--- src/rtl/abbds_pkg.sv ---
`timescale 1ns / 1ps
`default_nettype none
// ----------------------------------------------------------------------------
// abbds_pkg
// shared types and constants of the averaged bang-bang duty stepper
// ----------------------------------------------------------------------------
package abbds_pkg;

   localparam int unsigned SAMPLE_W = 10;

   typedef logic [SAMPLE_W-1:0] sample_type;

   localparam sample_type DUTY_TOP      = sample_type'(1023);
   localparam sample_type DUTY_NEAR_TOP = sample_type'(1022);
   localparam sample_type TARGET_RESET  = sample_type'(70);
   localparam sample_type LEVEL_RESET   = sample_type'(20);
   localparam sample_type SAMPLE_MAX    = sample_type'(1023);

endpackage
`default_nettype wire

--- src/rtl/abbds_cell.sv ---
`timescale 1ns / 1ps
`default_nettype none
// ----------------------------------------------------------------------------
// abbds_cell
// one tap of the sample window, hands its sample to the next cell on a shift
// ----------------------------------------------------------------------------
module abbds_cell (
   input  wire                   clock,
   input  wire                   reset,
   input  wire                   shift_en,
   input  abbds_pkg::sample_type shift_in,
   output abbds_pkg::sample_type shift_out
);

   abbds_pkg::sample_type tap_ff;
   abbds_pkg::sample_type tap_in;

   assign tap_in = shift_en ? shift_in : tap_ff;

   always_ff @(posedge clock) begin
      if (reset) begin
         tap_ff <= '0;
      end else begin
         tap_ff <= tap_in;
      end
   end

   assign shift_out = tap_ff;

endmodule
`default_nettype wire

--- src/rtl/abbds_avg.sv ---
`timescale 1ns / 1ps
`default_nettype none
// ----------------------------------------------------------------------------
// abbds_avg
// running window sum and truncating division by the window length
// ----------------------------------------------------------------------------
module abbds_avg #(
   parameter int unsigned NUM_SAMPLES = 10
) (
   input  wire                   clock,
   input  wire                   reset,
   input  wire                   sum_load,
   input  abbds_pkg::sample_type sample,
   input  abbds_pkg::sample_type oldest,
   input  wire                   avg_load,
   output abbds_pkg::sample_type avg
);

   localparam int unsigned SUM_W   = $clog2(NUM_SAMPLES * 1023 + 1);
   localparam int unsigned SHIFT   = SUM_W + $clog2(NUM_SAMPLES);
   localparam int unsigned RECIP_W = SUM_W + 1;
   localparam longint unsigned RECIP_L =
      ((64'd1 << SHIFT) + NUM_SAMPLES - 1) / NUM_SAMPLES;
   localparam int unsigned PROD_W  = SUM_W + RECIP_W;

   logic [SUM_W-1:0]      sum_ff;
   logic [SUM_W-1:0]      sum_in;
   logic [RECIP_W-1:0]    recip;
   logic [PROD_W-1:0]     prod;
   abbds_pkg::sample_type avg_ff;
   abbds_pkg::sample_type avg_in;

   assign recip = RECIP_W'(RECIP_L);

   assign sum_in = sum_load ? (sum_ff - SUM_W'(oldest) + SUM_W'(sample)) : sum_ff;

   // quotient by reciprocal multiply, exact over the full sum range
   assign prod   = PROD_W'(sum_ff) * PROD_W'(recip);
   assign avg_in = avg_load ? abbds_pkg::sample_type'(prod >> SHIFT) : avg_ff;

   always_ff @(posedge clock) begin
      if (reset) begin
         sum_ff <= '0;
      end else begin
         sum_ff <= sum_in;
      end
   end

   always_ff @(posedge clock) begin
      avg_ff <= avg_in;
   end

   assign avg = avg_ff;

endmodule
`default_nettype wire

--- src/rtl/abbds_step.sv ---
`timescale 1ns / 1ps
`default_nettype none
// ----------------------------------------------------------------------------
// abbds_step
// slew-limited level tracking and saturating bang-bang duty update
// ----------------------------------------------------------------------------
module abbds_step #(
   parameter int unsigned INITIAL_DUTY = 0
) (
   input  wire                   clock,
   input  wire                   reset,
   input  wire                   step_en,
   input  abbds_pkg::sample_type avg,
   input  abbds_pkg::sample_type target,
   output abbds_pkg::sample_type duty,
   output abbds_pkg::sample_type level
);

   abbds_pkg::sample_type level_ff;
   abbds_pkg::sample_type level_in;
   abbds_pkg::sample_type level_next;
   abbds_pkg::sample_type duty_ff;
   abbds_pkg::sample_type duty_in;
   abbds_pkg::sample_type duty_next;

   always_comb begin
      if (avg > level_ff) begin
         level_next = level_ff + abbds_pkg::sample_type'(1);
      end else if (avg < level_ff) begin
         level_next = level_ff - abbds_pkg::sample_type'(1);
      end else begin
         level_next = level_ff;
      end
   end

   always_comb begin
      if (target > level_next) begin
         duty_next = (duty_ff >= abbds_pkg::DUTY_NEAR_TOP) ? abbds_pkg::DUTY_TOP
                                                          : duty_ff + abbds_pkg::sample_type'(1);
      end else if (target < level_next) begin
         duty_next = (duty_ff <= abbds_pkg::sample_type'(1)) ? '0
                                                             : duty_ff - abbds_pkg::sample_type'(1);
      end else begin
         duty_next = duty_ff;
      end
   end

   assign level_in = step_en ? level_next : level_ff;
   assign duty_in  = step_en ? duty_next : duty_ff;

   always_ff @(posedge clock) begin
      if (reset) begin
         level_ff <= abbds_pkg::LEVEL_RESET;
         duty_ff  <= abbds_pkg::sample_type'(INITIAL_DUTY);
      end else begin
         level_ff <= level_in;
         duty_ff  <= duty_in;
      end
   end

   assign duty  = duty_ff;
   assign level = level_ff;

endmodule
`default_nettype wire

--- src/rtl/averaged_bang_bang_duty_stepper_core.sv ---
`timescale 1ns / 1ps
`default_nettype none
// ----------------------------------------------------------------------------
// averaged_bang_bang_duty_stepper_core
// moving-average, slew-limited bang-bang duty controller
//
//   channel   dir   handshake              payload
//   req       in    req_valid / req_stall  req_sample
//   rsp       out   rsp_valid / rsp_stall  rsp_duty, rsp_tracked_level
//   csr       in    csr_valid / csr_ready  csr_target_level
//
// one sample per cycle sustained while rsp is not stalled; a result
// passes the window sum, reciprocal divide and level and duty step
// registers; a stall on rsp fills the three stages before req is stalled
// synchronous reset clears the window and sum, level to 20, duty to
// INITIAL_DUTY and the setpoint to 70; csr is always ready
// ----------------------------------------------------------------------------
module averaged_bang_bang_duty_stepper_core #(
   parameter int unsigned NUM_SAMPLES  = 10,
   parameter int unsigned INITIAL_DUTY = 0
) (
   input  wire         clock,
   input  wire         reset,
   input  wire         req_valid,
   output logic        req_stall,
   input  wire  [9:0]  req_sample,
   output logic        rsp_valid,
   input  wire         rsp_stall,
   output logic [9:0]  rsp_duty,
   output logic [9:0]  rsp_tracked_level,
   input  wire         csr_valid,
   output logic        csr_ready,
   input  wire  [9:0]  csr_target_level
);

   logic                  v1_ff, v1_in;
   logic                  v2_ff, v2_in;
   logic                  v3_ff, v3_in;
   logic                  ready1, ready2, ready3;
   logic                  req_xfer, adv2, adv3;
   abbds_pkg::sample_type target_ff, target_in;
   abbds_pkg::sample_type avg;
   abbds_pkg::sample_type duty;
   abbds_pkg::sample_type level;
   abbds_pkg::sample_type chain [NUM_SAMPLES+1];

   // pipeline occupancy and flow
   assign ready3   = !v3_ff || !rsp_stall;
   assign ready2   = !v2_ff || ready3;
   assign ready1   = !v1_ff || ready2;
   assign req_stall = !ready1;
   assign req_xfer = req_valid && ready1;
   assign adv2     = v1_ff && ready2;
   assign adv3     = v2_ff && ready3;

   assign v1_in = req_xfer || (v1_ff && !ready2);
   assign v2_in = adv2 || (v2_ff && !ready3);
   assign v3_in = adv3 || (v3_ff && rsp_stall);

   always_ff @(posedge clock) begin
      if (reset) begin
         v1_ff <= 1'b0;
         v2_ff <= 1'b0;
         v3_ff <= 1'b0;
      end else begin
         v1_ff <= v1_in;
         v2_ff <= v2_in;
         v3_ff <= v3_in;
      end
   end

   // setpoint register
   assign csr_ready = 1'b1;
   assign target_in = (csr_valid && csr_ready) ? csr_target_level : target_ff;

   always_ff @(posedge clock) begin
      if (reset) begin
         target_ff <= abbds_pkg::TARGET_RESET;
      end else begin
         target_ff <= target_in;
      end
   end

   // sample window as a chain of cells, oldest at the far end
   assign chain[0] = req_sample;

   for (genvar i = 0; i < NUM_SAMPLES; i++) begin : g_cell
      abbds_cell u_cell (
         .clock     (clock),
         .reset     (reset),
         .shift_en  (req_xfer),
         .shift_in  (chain[i]),
         .shift_out (chain[i+1])
      );
   end

   abbds_avg #(
      .NUM_SAMPLES (NUM_SAMPLES)
   ) u_avg (
      .clock    (clock),
      .reset    (reset),
      .sum_load (req_xfer),
      .sample   (req_sample),
      .oldest   (chain[NUM_SAMPLES]),
      .avg_load (adv2),
      .avg      (avg)
   );

   abbds_step #(
      .INITIAL_DUTY (INITIAL_DUTY)
   ) u_step (
      .clock   (clock),
      .reset   (reset),
      .step_en (adv3),
      .avg     (avg),
      .target  (target_ff),
      .duty    (duty),
      .level   (level)
   );

   assign rsp_valid         = v3_ff;
   assign rsp_duty          = duty;
   assign rsp_tracked_level = level;

endmodule
`default_nettype wire
--- config.mk ---
export PLATFORM = sky130hd
export DESIGN_NAME = averaged_bang_bang_duty_stepper_core
export DESIGN_NICKNAME = d
export VERILOG_FILES = /design/src/rtl/abbds_pkg.sv /design/src/rtl/abbds_cell.sv /design/src/rtl/abbds_avg.sv /design/src/rtl/abbds_step.sv /design/src/rtl/averaged_bang_bang_duty_stepper_core.sv
export SDC_FILE = /design/constraint.sdc
export NUM_CORES = 1
export LEC_CHECK = 0
export BUFFER_PORTS_ARGS = -buffer_cell sky130_fd_sc_hd__buf_4
export CAP_MARGIN = 10
export CORE_AREA = 2 2 130 144
export CTS_CLUSTER_DIAMETER = 30
export DETAILED_ROUTE_END_ITERATION = 8
export DIE_AREA = 0 0 132 146
export MAX_ROUTING_LAYER = met4
export PLACE_DENSITY = 0.8
export SKIP_CTS_REPAIR_TIMING = 1
export SLEW_MARGIN = 30
export SYNTH_ARGS = -nofsm -noshare
export SYNTH_HDL_FRONTEND = slang
export SYNTH_SLANG_ARGS = --single-unit
export TNS_END_PERCENT = 30
--- constraint.sdc ---
create_clock -name clock -period 6.6 [get_ports clock]
set_input_delay 0.66 -clock clock [delete_from_list [all_inputs] [get_ports clock]]
set_output_delay 0.66 -clock clock [all_outputs]
set_load 0.01 [all_outputs]
After elaboration in Yosys (flattened, before gate mapping). Index checks and enable logic that the tools add are counted.

Output and inout bits: 23. Bits of input ports: 25. Register bits: 157.

Multiplexer cells: 6. Magnitude comparators: 6. Reductions and logical operators: 21. $mul: 1. $add $sub $neg: 6.

Operator list (number): 2-to-1 mux 10 bit (6); multiplier 14 x 15 -> 28 bit (second input constant) (1); adder 10 x 1 -> 10 bit (second input constant) (2); greater-than comparator 10 bit (2); < comparator 10 bit (2); subtractor 10 x 1 -> 10 bit (second input constant) (2); adder 14 x 10 -> 14 bit (1); subtractor 14 x 10 -> 14 bit (1); >= comparator 10 bit (second input constant) (1); <= comparator 10 x 1 -> 1 bit (second input constant) (1); logical NOT 1 bit (7); logical AND 1 bit (6); logical OR 1 bit (6); AND reduction 2 bit (1); nonzero test 2 bit (1).

Depth between registers and ports, before layout.
Depth after elaboration: 6. Gate-level depth with buffers: 21. Depth with buffers taken out: 20.

Cells and area by module. From an unflattened synthesis, not the netlist that was laid out.

Cell total of the unflattened synthesis: 1233. Area, all modules: 11623.6 um2.

By module, submodules not included: abbds_avg (area each 5173.7 um2, times used 1, cells each 547, seq. area each 580.6 um2); abbds_cell (area each 352.8 um2, times used 10, cells each 32, seq. area each 200.2 um2); abbds_step (area each 2427.3 um2, times used 1, cells each 317, seq. area each 400.4 um2); averaged_bang_bang_duty_stepper_core (area each 494.2 um2, times used 1, cells each 49, seq. area each 260.2 um2).

Least setup slack after synthesis. No wires, ideal clock.

Kind: reg-to-reg. Start: register u_avg.sum_ff[12]. End: register u_avg.avg_ff[4], in the netlist u_avg.avg[4], data pin. Setup slack: 1008 ps. Period minus slack after synthesis: 5592 ps. Arrival: 5326 ps. Buffers on the path: 0. Stages on the path, launching flop included: 21. Path through: dfxtp_1 inv_1 ha_1 inv_1 fa_1 fa_1 inv_1 fa_1 inv_1 fa_1 inv_1 fa_1 inv_1 ha_1 and3_1 a311o_1 a211oi_1 nand2_1 a2111oi_0 nor3_1 xor2_1.

Longest elaborated chain between the ends: 1.

RTL lines: start: declaration (line abbds_avg.sv:26) `logic [SUM_W-1:0] sum_ff;`; start signal: assignment (line abbds_avg.sv:45) `sum_ff <= sum_in;`; multiplier 14 x 15 -> 28 bit (line abbds_avg.sv:38) `assign prod = PROD_W'(sum_ff) * PROD_W'(recip);`; net u_avg.prod[22] (line abbds_avg.sv:29) `logic [PROD_W-1:0] prod;`; end signal: assignment (line abbds_avg.sv:50) `avg_ff <= avg_in;`; end: declaration (line abbds_avg.sv:30) `abbds_pkg::sample_type avg_ff;`.

The timed path passes the listed nets, and every way through them passes these cells. A chain may end at the register's enable or synchronous reset.

Worst setup path after layout. Same ends and word-level chain as after synthesis.

==> run summary <==
The cell-internal power is 3.31 mW. The total half-perimeter wirelength after legalization and detailed placement came out at 16.7 mm. The post-route worst hold slack came out at approximately 450 ps.

The weighted congestion reported at the end of routability-driven placement came out at 0.897. No sink is reached through more buffers than the 2 on the longest clock path. The vias per cell is 5.56. After synthesis, the share of flip-flops with an asynchronous set or reset is 0%. The number of buffers inserted during clock tree synthesis is 17.

STA classifies the critical path startpoint as a register. For this run the aggregate overflow at the end of global routing stands at 0. A synthesized cell averages around 8.4 µm². The clock transition at the registers of the reported paths came out at 70 ps.

The path with the worst hold slack has its endpoint at target_ff[2]. The run finished with clean final reports. The clock network burns 16.3% of the power.

The highest ir drop seen on vdd is 0.380 mV. The number of global-route vias before repair came out at approximately 8700. The hold violation total from the final report is 0. Setup repair after global routing left no endpoint under its margin.

The worst hold path stage count is 3. For this run, the post-layout net count is 1551. The number of cell instances on the worst register-to-register path is 20. By instance count, the leading cell after synthesis is nand2_1. The commonest cells after synthesis are nand2_1, inv_1, dfxtp_1. The required time of the critical path is 6770 ps. The net switching component of the power is 2.69 mW. The setup clock skew after layout came out at 7.68 ps. The first-pass iteration count of the detailed router is 5. The boundary pin count is 48. Summed over its instances, the top area cell type makes up 26.7% of the synthesized netlist area. The area growth from synthesis to layout came out at 9.58%. The detail route stage leaves a number of antenna-violating nets equal to 0. The cell area that synthesis handed to floorplanning was 0.0110 mm². The number of antenna diodes came out at 0. Headroom to the max-slew limit came out at about two fifths. Among all flip-flop cells after synthesis, the most frequent one is dfxtp_1.

The worst path in the final design needs a cycle of 6030 ps, including I/O delays and setup. Buffers placed on the I/O ports in this run total between 40 and 50. TritonCTS built the clock tree.

Summing over every cut layer, the via total after detailed routing is around 8700. The count of pins over their slew limit is 0. The initial antenna violation count was 0. The summed negative setup slack over all endpoints came out at 0 ps. The switching share of total power is 44.9%. The area of the die came out at between 0.015 and 0.02 mm². The ratio of cells with drive above 1 in the final layout came out at under 10%. In this run the critical register-to-register path is captured at u_avg.avg[4]. Counting flops with a built-in enable in the synthesized netlist gives 10.

For this run, the number of Yosys warnings is 0. The largest net degree at the start of global routing came out at 84. Setup violations remaining at the end of the flow were counted as 0. The flip-flop and latch count after synthesis is 157. The number of nets produced by synthesis is 1540. The average detailed-routed wire length per instance came out at 14.3 µm. The overall routing resource usage came out at between 20% and 30%. The first global-routing pass estimated 38.5 mm of wire. The share of power burned in registers came out at between 15 and 20%.

The transition at the pin with the smallest max-transition slack is 895 ps. After floorplanning, the core was divided into a little over 50 placement rows. The maximum operating frequency came out at 166 MHz.

The slack of the worst reg-to-reg path came out at 570 ps. The cell area power density is 497 mW/mm². The arrival time at the worst endpoint is 6200 ps. Max-cap violations in this run came to 0. The maximum fanout encountered on the critical timing path came out at 5.

The leakage power figure is 5.55 nW. In this run the critical register-to-register path is launched from u_avg.sum_ff[12]. In this run the worst hold path is classified as input pin to register.

The starting density of the core is 62.4%. Of the total power, combinational logic draws between 60% and 70%. The placeable core region came out at 0.0177 mm². The critical path class is register to register. The horizontal die dimension is 132 µm. Synthesis produced about 1300 cells. The number of distinct library cells after synthesis is 60. The total number of H-tree levels is 4. The sequential-to-total area share from yosys stat came out at 29.4%.

The DRC violation total after the first TritonRoute iteration came out at 430. Summed over all instances, the cell type with the most area after synthesis is dfxtp_1. The worst setup path is captured at a register.

The tree is rooted in a clkbuf_16. The routed wire length came out at 22.5 mm. From bottom edge to top edge, the die measures roughly 150 µm.

The startpoint identified for the worst hold timing path is csr_target_level[2]. Yosys attributes the largest share of cell area to dfxtp_1, ha_1, fa_1. The share of the cycle needed by the critical path after routing is 91.3%.

For this run, design rule violations remaining after detail routing come to 0. For the worst-skew pair, the clock arrives at the later sink with an insertion delay of 430 ps. The clock net in this run drives a total of 157 sinks.
## metrics by stage
step                      instance area [µm²]  util (%)  power (mW)  worst slack [ps]  std cells
after detailed placement                11500      65.1        5.05               587       1538
final                                   12100      68.4        6.00               574       1570
after global placement                  11500      64.9        4.86               718       1537
after CTS                               12100      68.4        6.06               576       1570
after global routing                    12100      68.4        6.65               233       1570
after floorplan                         11000         -        4.16              1010       1308
## cell type report
| cell class | count | area (µm²) |
|---|---|---|
| Multi-Input combinational cell | 913 | 6890 |
| Clock buffer | 18 | 439 |
| Timing Repair Buffer | 50 | 395 |
| Sequential cell | 157 | 3240 |
| Clock inverter | 14 | 144 |
| Tap cell | 238 | 298 |
| Fill cell | 1429 | 5590 |
| Inverter | 180 | 676 |
## worst max-delay path, stage by stage (launching register included)
cell	delay, ps
dfxtp_1	450
inv_1	100
ha_1	310
inv_1	190
fa_1	460
fa_1	530
inv_1	60
fa_1	520
inv_1	50
fa_1	490
inv_1	60
fa_1	510
inv_1	40
ha_1	310
and3_1	170
a311o_1	310
a211oi_1	310
nand2_1	180
a2111oi_0	420
nor3_1	130
xor2_1	160
## power groups by stage
stage	Combinational (mW)	Clock [mW]	Sequential, mW
final	3.85	0.976	1.17
after global routing	4.44	1.03	1.18
after CTS	3.90	0.988	1.17
after detailed placement	3.85	0	1.19
after global placement	3.67	0	1.19
after floorplan	2.98	0	1.18
## logic make-up after synthesis
family | share of synthesized area (%)
simple gates | 15.5
compound gates | 14.7
buf+inv | 8.20
fa+ha+maj | 28.2
flops | 29.4
xor+xnor | 2.06
mux | 1.88
other cells | 0.0340
## cells in the final DEF, fill, tap and decap left out, types with 9 or more instances in the layout
cell	n
nor2_1	48
xnor2_1	19
clkbuf_16	17
edfxtp_1	10
nor3_1	23
o21ai_0	29
or3_1	10
a211oi_1	12
ha_1	137
nand3_1	24
o31ai_1	9
a21o_1	28
nand2_1	234
a21oi_1	140
mux2i_1	17
buf_4	49
fa_1	70
dfxtp_1	147
inv_1	180
## flip-flops by register name, summed over array words and instances (netlist names)
name	count
g_cell.u_cell.shift_out	100
u_avg.sum_ff	14
target_ff	10
u_avg.avg	10
u_step.duty	10
u_step.level	10
rsp_valid	1
v1_ff	1
v2_ff	1
## how the worst max path moves through the flow
stage | start | endpoint | cells past startpoint
2_1_floorplan | u_avg.sum_ff[12] | u_avg.avg[4] | 20
4_1_cts | u_avg.sum_ff[12] | u_avg.avg[4] | 20
5_1_grt | u_avg.sum_ff[12] | u_avg.avg[4] | 20
3_3_place_gp | u_avg.sum_ff[12] | u_avg.avg[4] | 20
3_5_place_dp | u_avg.sum_ff[12] | u_avg.avg[4] | 20
6_report | u_avg.sum_ff[12] | u_avg.avg[4] | 20
## metal layers
metal / track usage (%) / vias up / share of wire, %
li1: - / 4359 / -
met1: 29.2 / 4172 / 43
met4: 8.75 / 0 / 2.6
met5: - / - / 0
met2: 43.0 / 159 / 51
met3: 3.59 / 46 / 3.3
Power figures use the tool's default switching activity.
